--- config.mk ---
export PLATFORM = sky130hd
export DESIGN_NAME = substring_search_dbcs_aware
export DESIGN_NICKNAME = d
export VERILOG_FILES = /design/src/design/ssd_pkg.sv /design/src/design/ssd_cell.sv /design/src/design/ssd_skid.sv /design/src/design/substring_search_dbcs_aware.sv
export VERILOG_INCLUDE_DIRS = /design/src /design/src/design
export SDC_FILE = /design/constraint.sdc
export NUM_CORES = 1
export LEC_CHECK = 0
export ABC_AREA = 1
export ABC_CLOCK_PERIOD_IN_PS = 11100
export BUFFER_PORTS_ARGS = -buffer_cell sky130_fd_sc_hd__buf_2
export CAP_MARGIN = 20
export CORE_ASPECT_RATIO = 1.2
export CORE_MARGIN = 2
export CORE_UTILIZATION = 60
export CTS_BUF_LIST = sky130_fd_sc_hd__clkbuf_8
export DETAILED_ROUTE_END_ITERATION = 10
export GPL_TIMING_DRIVEN = 0
export PLACE_DENSITY = 0.78
export SYNTH_ARGS = -nofsm -noshare
export SYNTH_HDL_FRONTEND = slang
export SYNTH_HIERARCHICAL = 1
export SYNTH_SLANG_ARGS = --single-unit
--- constraint.sdc ---
create_clock -name clk_i -period 11.1 [get_ports clk_i]
set_input_delay 2.22 -clock clk_i [delete_from_list [all_inputs] [get_ports clk_i]]
set_output_delay 2.22 -clock clk_i [all_outputs]
set_load 0.01 [all_outputs]
--- src/design/assert_macros.svh ---
`ifndef ASSERT_MACROS_SVH
`define ASSERT_MACROS_SVH

// same-cycle implication, checked on every rising edge outside reset
`define ASSERT_SAME(label, clk, rst_n, cond, expr, msg) \
  label: assert property (@(posedge clk) disable iff (!rst_n) (cond) |-> (expr)) \
    else $error(msg);

// next-cycle implication
`define ASSERT_NEXT(label, clk, rst_n, cond, expr, msg) \
  label: assert property (@(posedge clk) disable iff (!rst_n) (cond) |=> (expr)) \
    else $error(msg);

`endif

--- src/design/ssd_pkg.sv ---
`timescale 1ns / 1ps

package ssd_pkg;

  localparam int unsigned TPOS_W = 17;
  localparam int unsigned POS_W  = 16;
  localparam int unsigned LEN_W  = 5;

  localparam logic [1:0] REG_PAT_LOW  = 2'd0;
  localparam logic [1:0] REG_PAT_HIGH = 2'd1;
  localparam logic [1:0] REG_PAT_LEN  = 2'd2;
  localparam logic [1:0] REG_DBCS     = 2'd3;

  typedef enum logic [1:0] {
    STATUS_FOUND     = 2'd0,
    STATUS_NOT_FOUND = 2'd1,
    STATUS_TOO_LONG  = 2'd2
  } status_e;

  typedef struct packed {
    status_e          status;
    logic [POS_W-1:0] position;
  } result_t;

  typedef struct packed {
    logic shift;
    logic clear;
  } cell_ctrl_t;

  function automatic logic is_lead(input logic [7:0] b);
    logic lead;
    lead = 1'b0;
    case (b) inside
      [8'h81:8'h9F], [8'hE0:8'hFC]: lead = 1'b1;
      default: lead = 1'b0;
    endcase
    return lead;
  endfunction

endpackage

--- src/design/ssd_cell.sv ---
`timescale 1ns / 1ps

module ssd_cell import ssd_pkg::*; (
  input  logic       clk_i,
  input  logic       rst_ni,
  input  cell_ctrl_t ctrl_i,
  input  logic [7:0] byte_i,
  input  logic       allowed_i,
  input  logic [7:0] pat_i,
  input  logic       mask_i,
  input  logic       sel_i,
  output logic [7:0] byte_o,
  output logic       allowed_o,
  output logic       ok_o,
  output logic       start_o
);

  logic [7:0] byte_q;
  logic       allowed_q;

  always_ff @(posedge clk_i or negedge rst_ni) begin
    if (!rst_ni) begin
      byte_q    <= '0;
      allowed_q <= 1'b0;
    end else if (ctrl_i.clear) begin
      byte_q    <= '0;
      allowed_q <= 1'b0;
    end else if (ctrl_i.shift) begin
      byte_q    <= byte_i;
      allowed_q <= allowed_i;
    end
  end

  // compare against the byte that lands here on this shift
  assign ok_o      = mask_i | (byte_i == pat_i);
  assign start_o   = sel_i & allowed_i;
  assign byte_o    = byte_q;
  assign allowed_o = allowed_q;

endmodule

--- src/design/ssd_skid.sv ---
`timescale 1ns / 1ps

module ssd_skid import ssd_pkg::*; (
  input  logic    clk_i,
  input  logic    rst_ni,
  input  logic    push_i,
  input  result_t push_data_i,
  output logic    full_o,
  output logic    out_valid_o,
  input  logic    out_stall_i,
  output result_t out_data_o
);

  logic    head_vld_q, head_vld_d;
  logic    skid_vld_q, skid_vld_d;
  result_t head_q, head_d;
  result_t skid_q, skid_d;
  logic    pop;

  assign pop = head_vld_q & ~out_stall_i;

  always_comb begin
    head_vld_d = head_vld_q;
    skid_vld_d = skid_vld_q;
    head_d     = head_q;
    skid_d     = skid_q;
    if (skid_vld_q) begin
      if (pop) begin
        head_d     = skid_q;
        skid_vld_d = 1'b0;
      end
    end else if (head_vld_q) begin
      if (push_i && pop) begin
        head_d = push_data_i;
      end else if (push_i) begin
        skid_d     = push_data_i;
        skid_vld_d = 1'b1;
      end else if (pop) begin
        head_vld_d = 1'b0;
      end
    end else if (push_i) begin
      head_d     = push_data_i;
      head_vld_d = 1'b1;
    end
  end

  always_ff @(posedge clk_i or negedge rst_ni) begin
    if (!rst_ni) begin
      head_vld_q <= 1'b0;
      skid_vld_q <= 1'b0;
    end else begin
      head_vld_q <= head_vld_d;
      skid_vld_q <= skid_vld_d;
    end
  end

  always_ff @(posedge clk_i) begin
    head_q <= head_d;
    skid_q <= skid_d;
  end

  assign full_o      = skid_vld_q;
  assign out_valid_o = head_vld_q;
  assign out_data_o  = head_q;

endmodule

--- src/design/substring_search_dbcs_aware.sv ---
// Streaming first-match substring search with optional Shift-JIS boundary rule.
// Configuration: cfg_we_i writes cfg_wdata_i into register cfg_index_i
// (pattern low bytes, pattern high bytes, pattern length, double-byte mode);
// write only between requests, when no result is outstanding.
// Input channel: one text byte per request, last_byte_i marks the end of a text.
// A request is taken when in_valid_i is high and in_stall_o is low.
// Output channel: at most one result per text (found with position, not found
// at the last byte, or too long), moved when out_valid_o is high and
// out_stall_i is low.
// A result is registered in the output slots. Throughput: one byte per cycle
// while in_stall_o is low, set by the row of window cells that shift and
// compare the newest PATTERN_MAX bytes in parallel on every request.
// The output side has a result register plus one skid slot; in_stall_o rises
// only while both hold results that the receiver has not taken.
// Reset clears the window, position, mode state and config registers to zero;
// after each last byte the search state clears again, registers are kept.
`timescale 1ns / 1ps
`include "assert_macros.svh"

module substring_search_dbcs_aware import ssd_pkg::*; #(
  parameter int unsigned PATTERN_MAX = 16
) (
  input  logic        clk_i,
  input  logic        rst_ni,
  input  logic        cfg_we_i,
  input  logic [1:0]  cfg_index_i,
  input  logic [63:0] cfg_wdata_i,
  input  logic        in_valid_i,
  output logic        in_stall_o,
  input  logic [7:0]  text_byte_i,
  input  logic        last_byte_i,
  output logic        out_valid_o,
  input  logic        out_stall_i,
  output logic [1:0]  search_status_o,
  output logic [15:0] match_position_o
);

  logic [63:0]      pat_low_q, pat_high_q;
  logic [LEN_W-1:0] pat_len_q;
  logic             dbcs_q;

  always_ff @(posedge clk_i or negedge rst_ni) begin
    if (!rst_ni) begin
      pat_low_q  <= '0;
      pat_high_q <= '0;
      pat_len_q  <= '0;
      dbcs_q     <= 1'b0;
    end else if (cfg_we_i) begin
      case (cfg_index_i)
        REG_PAT_LOW:  pat_low_q  <= cfg_wdata_i;
        REG_PAT_HIGH: pat_high_q <= cfg_wdata_i;
        REG_PAT_LEN:  pat_len_q  <= cfg_wdata_i[LEN_W-1:0];
        REG_DBCS:     dbcs_q     <= cfg_wdata_i[0];
        default: ;
      endcase
    end
  end

  logic [15:0][7:0] pat_bytes;
  logic [LEN_W-1:0] len_eff;

  assign pat_bytes = {pat_high_q, pat_low_q};
  assign len_eff   = (pat_len_q > LEN_W'(PATTERN_MAX)) ? LEN_W'(PATTERN_MAX) : pat_len_q;

  logic              skip_q, skip_d;
  logic [TPOS_W-1:0] tpos_q, tpos_d;
  logic              done_q, done_d;
  logic              accept, active, allowed;
  cell_ctrl_t        cell_ctrl;

  assign accept = in_valid_i & ~in_stall_o;
  assign active = accept & ~done_q;

  always_comb begin
    allowed = 1'b1;
    skip_d  = skip_q;
    if (dbcs_q) begin
      if (skip_q) begin
        allowed = 1'b0;
        skip_d  = 1'b0;
      end else begin
        skip_d = is_lead(text_byte_i);
      end
    end
  end

  assign cell_ctrl.shift = active;
  assign cell_ctrl.clear = accept & last_byte_i;

  logic [PATTERN_MAX-1:0][7:0] win_byte;
  logic [PATTERN_MAX-1:0]      win_allowed;
  logic [PATTERN_MAX-1:0]      ok_vec;
  logic [PATTERN_MAX-1:0]      start_vec;

  for (genvar g = 0; g < PATTERN_MAX; g++) begin : g_cell
    localparam logic [LEN_W-1:0] K = LEN_W'(g);
    logic [LEN_W-1:0] pidx;
    logic [7:0]       cell_byte_in;
    logic             cell_allowed_in;

    // cell k lines up with pattern byte len-1-k
    assign pidx = len_eff - K - LEN_W'(1);

    if (g == 0) begin : g_head
      assign cell_byte_in    = text_byte_i;
      assign cell_allowed_in = allowed;
    end else begin : g_body
      assign cell_byte_in    = win_byte[g-1];
      assign cell_allowed_in = win_allowed[g-1];
    end

    ssd_cell u_cell (
      .clk_i     (clk_i),
      .rst_ni    (rst_ni),
      .ctrl_i    (cell_ctrl),
      .byte_i    (cell_byte_in),
      .allowed_i (cell_allowed_in),
      .pat_i     (pat_bytes[pidx[3:0]]),
      .mask_i    (K >= len_eff),
      .sel_i     (len_eff == K + LEN_W'(1)),
      .byte_o    (win_byte[g]),
      .allowed_o (win_allowed[g]),
      .ok_o      (ok_vec[g]),
      .start_o   (start_vec[g])
    );
  end

  logic [TPOS_W-1:0] len_m1, start_pos;
  logic              empty_pat, hit, too_long, push;
  result_t           res;

  assign len_m1    = TPOS_W'(len_eff) - TPOS_W'(1);
  assign start_pos = tpos_q - len_m1;
  assign empty_pat = (len_eff == '0);

  assign hit = empty_pat |
               ((&ok_vec) & (|start_vec) & (tpos_q >= len_m1) & ~start_pos[TPOS_W-1]);
  // position saturates at 65536, flagged by its top bit
  assign too_long = ~hit & tpos_q[TPOS_W-1];
  assign push     = active & (hit | too_long | last_byte_i);

  always_comb begin
    res.status   = STATUS_NOT_FOUND;
    res.position = '0;
    if (hit) begin
      res.status   = STATUS_FOUND;
      res.position = empty_pat ? '0 : start_pos[POS_W-1:0];
    end else if (too_long) begin
      res.status = STATUS_TOO_LONG;
    end
  end

  always_comb begin
    tpos_d = tpos_q;
    done_d = done_q;
    if (active) begin
      if (hit || too_long) begin
        done_d = 1'b1;
      end else begin
        tpos_d = tpos_q + TPOS_W'(1);
      end
    end
  end

  always_ff @(posedge clk_i or negedge rst_ni) begin
    if (!rst_ni) begin
      skip_q <= 1'b0;
      tpos_q <= '0;
      done_q <= 1'b0;
    end else if (accept && last_byte_i) begin
      skip_q <= 1'b0;
      tpos_q <= '0;
      done_q <= 1'b0;
    end else if (active) begin
      skip_q <= skip_d;
      tpos_q <= tpos_d;
      done_q <= done_d;
    end
  end

  result_t out_res;

  ssd_skid u_skid (
    .clk_i       (clk_i),
    .rst_ni      (rst_ni),
    .push_i      (push),
    .push_data_i (res),
    .full_o      (in_stall_o),
    .out_valid_o (out_valid_o),
    .out_stall_i (out_stall_i),
    .out_data_o  (out_res)
  );

  assign search_status_o  = out_res.status;
  assign match_position_o = out_res.position;

  // a full skid slot means the head slot holds a result as well
  `ASSERT_SAME(a_full_has_head, clk_i, rst_ni, in_stall_o, out_valid_o,
               "skid slot full while head slot empty")
  // once a text reported, the rest of it yields nothing
  `ASSERT_SAME(a_done_silent, clk_i, rst_ni, done_q && accept, !push,
               "result produced after search finished")
  // end of text clears the search state
  `ASSERT_NEXT(a_last_clears, clk_i, rst_ni, accept && last_byte_i,
               tpos_q == '0 && !done_q && !skip_q, "state not cleared after last byte")

endmodule

==> results of run 1 <==
==> layer usage <==
| layer | wire (um) | vias to the layer above |
|---|---|---|
| li1 | - | 11245 |
| met5 | 0 | - |
| met1 | 32860 | 11317 |
| met3 | 8361 | 421 |
| met2 | 41270 | 1452 |
| met4 | 10520 | 0 |
==> cell usage in the layout (no fill, tap or decap), types with 39 or more instances in the layout <==
cell type / instances
sky130_fd_sc_hd__nand2_1: 1188
sky130_fd_sc_hd__inv_1: 605
sky130_fd_sc_hd__o21ai_0: 515
sky130_fd_sc_hd__dfrtp_1: 290
sky130_fd_sc_hd__nor2_1: 147
sky130_fd_sc_hd__nand3_1: 125
sky130_fd_sc_hd__buf_2: 118
sky130_fd_sc_hd__clkbuf_1: 97
sky130_fd_sc_hd__o22ai_2: 75
sky130_fd_sc_hd__mux2i_1: 70
sky130_fd_sc_hd__clkbuf_8: 62
sky130_fd_sc_hd__o21ai_2: 61
sky130_fd_sc_hd__xnor2_1: 55
sky130_fd_sc_hd__a21oi_1: 39
==> registers in the layout (all words and copies together) (netlist names), 5 cells and up <==
name	cells
g_cell.u_cell/allowed_o	15
g_cell.u_cell/byte_o	120
pat_high_q	64
pat_len_q	5
pat_low_q	64
tpos_q	17
u_skid/out_data_o	18
u_skid/skid_q	18
==> final timing paths <==
kind	from	endpoint	slack (ns)	cells past startpoint
setup / recovery	pat_len_q[4]	u_skid/out_data_o[6]	3.15	32
min in group asynchronous	rst_ni	g_cell[13].u_cell/byte_o[3]	1.47	1
setup reg to reg	pat_len_q[4]	u_skid/out_data_o[6]	3.15	32
hold / removal	pat_low_q[34]	pat_low_q[34]	0.49	2
hold reg to reg	pat_low_q[34]	pat_low_q[34]	0.49	2
max in group asynchronous	rst_ni	pat_low_q[27]	8.57	2
==> worst max-delay path: cells and delay by family, from the launching register on <==
family | cells | cell delay (ns)
buffers and inverters | 9 | 2.60
AO/OA/AOI/OAI | 6 | 2.17
adder cells (fa/ha/maj) | 1 | 0.49
AND/OR/NAND/NOR | 16 | 1.65
flip-flops | 1 | 0.61
==> stage by stage <==
stage / util / power (uW) / hold WS, ns / worst slack, ns
2_1_floorplan: - / 3541 / 0.4530 / 4.365
3_3_place_gp: 0.6358 / 4548 / 0.4708 / 2.412
3_5_place_dp: 0.6389 / 4660 / 0.4727 / 3.468
4_1_cts: 0.6688 / 5822 / 0.4866 / 3.449
5_1_grt: 0.6694 / 6273 / 0.5020 / 2.869
6_report: 0.6694 / 5971 / 0.4886 / 3.152
==> power groups by stage <==
| stage | sequential, uW | combinational (uW) | clock (uW) |
|---|---|---|---|
| 2_1_floorplan | 1540 | 2000 | 0 |
| 3_3_place_gp | 1590 | 2950 | 0 |
| 3_5_place_dp | 1600 | 3060 | 0 |
| 4_1_cts | 1580 | 3090 | 1150 |
| 5_1_grt | 1610 | 3460 | 1210 |
| 6_report | 1600 | 3220 | 1150 |
==> final cells by class <==
cell class | count | area, um^2 | area share
multi-input cells | 2403 | 12120 | 0.4687
flip-flops and latches | 326 | 8338 | 0.3223
inverters | 606 | 2275 | 0.08793
clock buffers | 62 | 853.3 | 0.03299
plain buffers | 145 | 690.7 | 0.02670
well taps | 526 | 658.1 | 0.02544
repair buffers | 107 | 630.6 | 0.02438
clock inverters | 38 | 300.3 | 0.01161
==> reports/summary.md, run 1 <==
The number of optimization iterations in the first detailed-route pass is 10. Hold repair after CTS inserted 0 buffers. The minimum clock period after layout was 7.948 ns. In the routed layout, each cell is associated on average with a via count of 5.800. The clock net in this run drives a total of 326 sinks. The run gives 93010 um as the final wirelength.

The core area is 38650 um^2, and the number of nets at the end of the flow is 3747. The tools report the buffer depth of the longest clock path as 3. The most numerous cell type found on the critical path is sky130_fd_sc_hd__nand2_1. The total vias in the final route is 24435, and the instance count of the mapped netlist is 3480.

The later pin in the worst-skew pair is clocked with a latency of 0.70 ns. The routed wire length per instance was 22.08 um. The run finished, with violations left. Setup violations remaining at the end of the flow were counted as 0. Once the clock tree was built, the setup fixing pass inserted 0 buffers. The final critical-path share of the clock period was 0.7160. The met3 track demand over resource is 0.1058, and the met2 global-route usage is 0.7325. The area growth from synthesis to layout is 10.47%.

The run gives 11.38 ns as the required time of the critical path. On the worst path, the slowest cell contributes a delay of 0.82 ns. The peak ir drop on the vdd network was 0.1745 mV. Highest-utilization routing layer at the global route stage: met2.

The fraction of layout cells with a size suffix above 1 was 0.1063; the HPWL after detailed placement was 74140 um. The cell area after placement was 24690 um^2. Routability-driven placement finished with a final weighted congestion of 1.150. The logs give 53 for the total clock buffers created by CTS and 0.01334 uW for the leakage power. The tools report the max-slew violation total from the final report as 0.

The kind of start point of the critical path is a register. The cell-internal power is 2928 uW, and the cell count after placement is 4110. For this run, the top clock speed supported by timing is 0.1258 GHz.

The mapped netlist covers 23420 um^2. The tools report the sum of negative setup slack as 0 ns. The path type of the worst setup path was reg -> reg. For the final antenna diode count, the log shows 0.

For this run, the number of Yosys warnings is 6. Once detail routing completed, the nets flagged for antenna violations numbered 0. The proportion of power drawn by the clock network is 0.193, and the remaining global-route overflow is 0. TritonCTS built the clock tree.

The clock-pin slew on the worst setup and hold paths works out to 0.06 ns. At the pin with the least slew margin, the transition time is 1.191 ns. The tightest min-delay check is of the reg -> reg type. The tools report the post-cts sizing count as 0. Entering global routing, the biggest net connects 129 pins.

The vertical die dimension was 220.4 um; the total net switching power was 3043 uW. The final reports fail on DRC. The run gives 23433 as the number of global-route vias before repair. Dividing total power by cell area gives a power density of 230.8 nW/um^2. Setup repair after global routing left no endpoint under its margin. Once layout is done, the placed cells without fillers occupy 25870 um^2.

The switching part of the total works out to 0.5097. The slowest stage of the critical path is the sky130_fd_sc_hd__buf_1 cell. Excluding fillers, the count of instances in the completed layout stands at 4213. The tools report the number of top-level pins as 100. The met1 global-route usage was 0.5127; the initial core utilization was 0.6059.

Synthesis produced a netlist with a net count of 3585. For the global-route wire length before repair, the log shows 138100 um. The tool flagged a number of max-cap violations equal to 0. The count of input and output buffers is 99. The root buffer cell chosen for the clock tree is sky130_fd_sc_hd__clkbuf_8.

After synthesis, the mean cell area works out to 6.730 um^2. The floorplan has 79 rows. The floorplan step set the die width to 184.4 um.

The floorplan step defined a die boundary enclosing 40630 um^2. The share of power burned in registers is 0.267, and the worst endpoint data arrival time is 8.23 ns. The run gives 0.1978 as the relative slew slack. The kind of end point of the critical path was a register. The tools report the final count of hold timing violations as 0. For the worst clock skew on the final layout, the log shows 0.04288 ns. The DRC violation count after routing was 1; the largest fanout of any net on the critical path was 18.

The run gives 0 as the number of antenna violations at the first check in global routing. The fill cell total of the finished layout was 3247. The H-tree generated during clock tree synthesis spans 2 levels.

The combinational share of power is 0.540, and the iteration-0 DRC count of the detailed router is 3020. The global-route usage over all layers came out at 0.4622.
Power figures use the tool's default switching activity.
==> run 2: changes to the inputs <==
--- a/config.mk
+++ b/config.mk
@@ -7,16 +7,16 @@
 export NUM_CORES = 1
 export LEC_CHECK = 0
 export ABC_AREA = 1
-export ABC_CLOCK_PERIOD_IN_PS = 11100
+export ABC_CLOCK_PERIOD_IN_PS = 6600
 export BUFFER_PORTS_ARGS = -buffer_cell sky130_fd_sc_hd__buf_2
 export CAP_MARGIN = 20
 export CORE_ASPECT_RATIO = 1.2
 export CORE_MARGIN = 2
-export CORE_UTILIZATION = 60
+export CORE_UTILIZATION = 59
 export CTS_BUF_LIST = sky130_fd_sc_hd__clkbuf_8
 export DETAILED_ROUTE_END_ITERATION = 10
 export GPL_TIMING_DRIVEN = 0
-export PLACE_DENSITY = 0.78
+export PLACE_DENSITY = 0.8
 export SYNTH_ARGS = -nofsm -noshare
 export SYNTH_HDL_FRONTEND = slang
 export SYNTH_HIERARCHICAL = 1
==> constraint.sdc (replaced) <==
create_clock -name clk_i -period 6.6 [get_ports clk_i]
set_input_delay 1.32 -clock clk_i [delete_from_list [all_inputs] [get_ports clk_i]]
set_output_delay 1.32 -clock clk_i [all_outputs]
set_load 0.01 [all_outputs]
==> run 2 against run 1 <==
Effect of this change:
- the run now ends clean
- via count is 2.9% lower
- critical path depth is 1 higher
- register-to-register slack worse by 3.0 ns
- power is 65% higher
- routed wire length is 7.1% lower
- maximum frequency is 24% higher
- non-clock buffer count is 4 lower
- cell area is 0.46% higher
- combinational power is 65% higher
==> reports/summary.md, run 2 (synthesized netlist as in run 1, its figures left out) <==
The logs give 0.4207 (-0.04154) for the global-route usage over all layers and 79 (unchanged) for the row count. The final antenna diode count was 0 (unchanged); the routed wire length per instance was 20.54 um (-7.0%). The average via count per standard cell was 5.641 (-2.7%); the max-slew violation total from the final report was 0 (unchanged). The number of sinks handled by clock tree synthesis was 326 (unchanged); the floorplan die width was 185.9 um (+0.82%). The worst path buffer plus inverter count is 10 (+1), and the latest clock arrival within the worst-skew pair is 0.68 ns (-0.02 ns). The tools report the relative slew slack as 0.2737 (+0.07595). Setup repair after global routing left no endpoint under its margin. The slew of the pin with the lowest slew margin was 1.078 ns (-0.1127 ns); the number of flip-flops in the largest register was 120 (unchanged).

The run gives 0 (unchanged) as the number of antenna violations at the first check in global routing. The peak ir drop on the vdd network is 0.2423 mV (+39%), and the largest stage delay on the critical path is 0.56 ns (-0.26 ns). The logs give 6.78 ns (-1.45 ns) for the worst endpoint data arrival time and 4109 (-0.024%) for the cell count after placement.

Floorplan die area: 41310 um^2 (+1.7%). The run gives 6.98 ns (-4.40 ns) as the required time of the critical path. Leakage power: 0.01335 uW (about the same). The run gives 0 ns (unchanged) as the sum of negative setup slack. The final antenna-violating net count is 0 (unchanged), and the core area is 38940 um^2 (+0.77%).

The HPWL after detailed placement is 68370 um (-7.8%). The minimum clock period after layout was 6.406 ns (-1.542 ns); the final wirelength was 86420 um (-7.1%). The final critical-path share of the clock period is 0.9706 (+0.2546), and the fraction of layout cells with a size suffix above 1 is 0.1138 (+0.007508). For the iteration-0 DRC count of the detailed router, the log shows 2464 (-18%). The tools report the DRC violation count after routing as 0 (-1). TritonCTS built the clock tree.

The vertical die dimension was 222.2 um (+0.83%); the buffer depth of the longest clock path was 3 (unchanged). The area growth from synthesis to layout came out at 10.97%. The total vias in the final route was 23732 (-2.9%); the number of failing setup endpoints in the final timing report was 0 (unchanged). The met3 layer wire length in the routed design is 6700 um (-20%), and the peak clock frequency supported by timing is 0.1561 GHz (+24%).

The clock-pin slew on the worst setup and hold paths is 0.07 ns (about the same). The logs give 0 (unchanged) for the final count of hold timing violations and 6 (-4) for the number of optimization iterations in the first detailed-route pass. The met2 routed wirelength came out at 39100 um (-5.2%). For the number of top-level pins, the log shows 100 (unchanged).

The critical path is of the reg -> reg type. The slowest stage of the critical path is the sky130_fd_sc_hd__mux2i_1 cell. The global-route wire length before repair is 128700 um (-6.8%). The number of global-route vias before repair was 22168 (-5.4%).

Most common cell type on the critical path: sky130_fd_sc_hd__nand2_1. The class of the tightest hold or removal check is reg -> reg. The run gives 0 (unchanged) as the remaining global-route overflow. The run gives 0 (unchanged) as the number of max-capacitance violations reported.

The quantity of hold-fixing buffers added after cts was 0 (unchanged). The tools report the number of nets at the end of the flow as 3742 (-0.13%). The fill cell total of the finished layout is 3598 (+11%). The count of input and output buffers came out at 99 (unchanged). The commonest non-fill, non-tap cell in the layout was sky130_fd_sc_hd__nand2_1. The global placement routability congestion was 1.180 (+2.5%); the post-route met1 wirelength was 30850 um (-6.1%). The total clock buffers created by CTS came out at 52 (-1.9%). In this run the clock root is driven by a sky130_fd_sc_hd__clkbuf_8. The kind of cell adding the most delay to the critical path was buffers and inverters.

STA classifies the critical path startpoint as a register. The worst clock skew on the final layout came out at 0.04121 ns (-0.001672 ns). The cell area power density is 379.2 nW/um^2 (+64%), and the post-route non-filler standard cell count is 4207 (-0.14%). The number of H-tree branching levels was 2 (unchanged). Largest fanout of any net on the critical path: 18 (unchanged). The library cells used most frequently in the layout, excluding fill and tap cells, are 1188 x sky130_fd_sc_hd__nand2_1, 603 x sky130_fd_sc_hd__inv_1, 473 x sky130_fd_sc_hd__o21ai_0. The maximum number of pins on one net before global-route repair was 126 (-2.3%). STA classifies the critical path endpoint as a register.

For the initial core utilization, the log shows 0.6013 (-0.004614). The run finished with clean final reports. Highest metal layer with signal wires: met4.
run 2: worst paths after layout:
path | to | slack, ns | cells after the start | startpoint
worst max-delay path | u_skid/skid_q[10] | 0.19 | 33 | pat_len_q[1]
worst min-delay path | pat_low_q[31] | 0.49 | 2 | pat_low_q[31]
worst max register to register | u_skid/skid_q[10] | 0.19 | 33 | pat_len_q[1]
worst min register to register | pat_low_q[31] | 0.49 | 2 | pat_low_q[31]
max in group asynchronous | tpos_q[3] | 5.03 | 2 | rst_ni
min in group asynchronous | pat_low_q[60] | 0.57 | 1 | rst_ni
run 2: through the flow:
stage               hold WS (ns)  utilization  total power, uW  worst slack (ns)  instance area, um^2
floorplan                 0.4530            -             5955            0.7652                23420
global placement          0.4649       0.6310             7566            -1.283                24570
detailed placement        0.4733       0.6341             7673            -1.082                24690
CTS                       0.4886       0.6644             9576           0.02186                25880
global route              0.5190       0.6673            10410          0.007799                25990
finish                    0.4917       0.6673             9854            0.1942                25990
run 2: routing by layer:
metal | track usage | vias to the layer above
met1 | 0.4832 | 10918
met4 | 0.3810 | 0
li1 | - | 11228
met5 | 0 | -
met2 | 0.6658 | 1221
met3 | 0.07228 | 365
run 2: final cells by class:
type                            instances  area, um^2  area share
Sequential cell                       326        8339      0.3209
Multi-Input combinational cell       2403       12240      0.4709
Inverter                              606        2278     0.08767
Timing Repair Buffer                  105       648.1     0.02494
Clock buffer                           69       949.7     0.03654
Clock inverter                         29       178.9    0.006885
Buffer                                143       696.9     0.02682
Tap cell                              526       658.1     0.02532
run 2: power by group:
group | switching [uW] | internal (uW)
registers | 340 | 2360
logic | 3720 | 1580
clock network | 870 | 983
total | 4930 | 4930
run 2: timing repair:
action / CTS / global route
pin swaps: 1 / 1
buffers inserted: 1 / 1
setup endpoints to repair: 87 / 77
gates resized for setup: 30 / 58
run 2: worst register-to-register path, delay by kind of cell (launching register included):
kind | cells | cell delay (ns)
compound gates | 5 | 0.97
fa+ha+maj | 1 | 0.21
buf+inv | 10 | 2.00
flops | 1 | 0.44
mux | 1 | 0.56
simple gates | 16 | 1.92
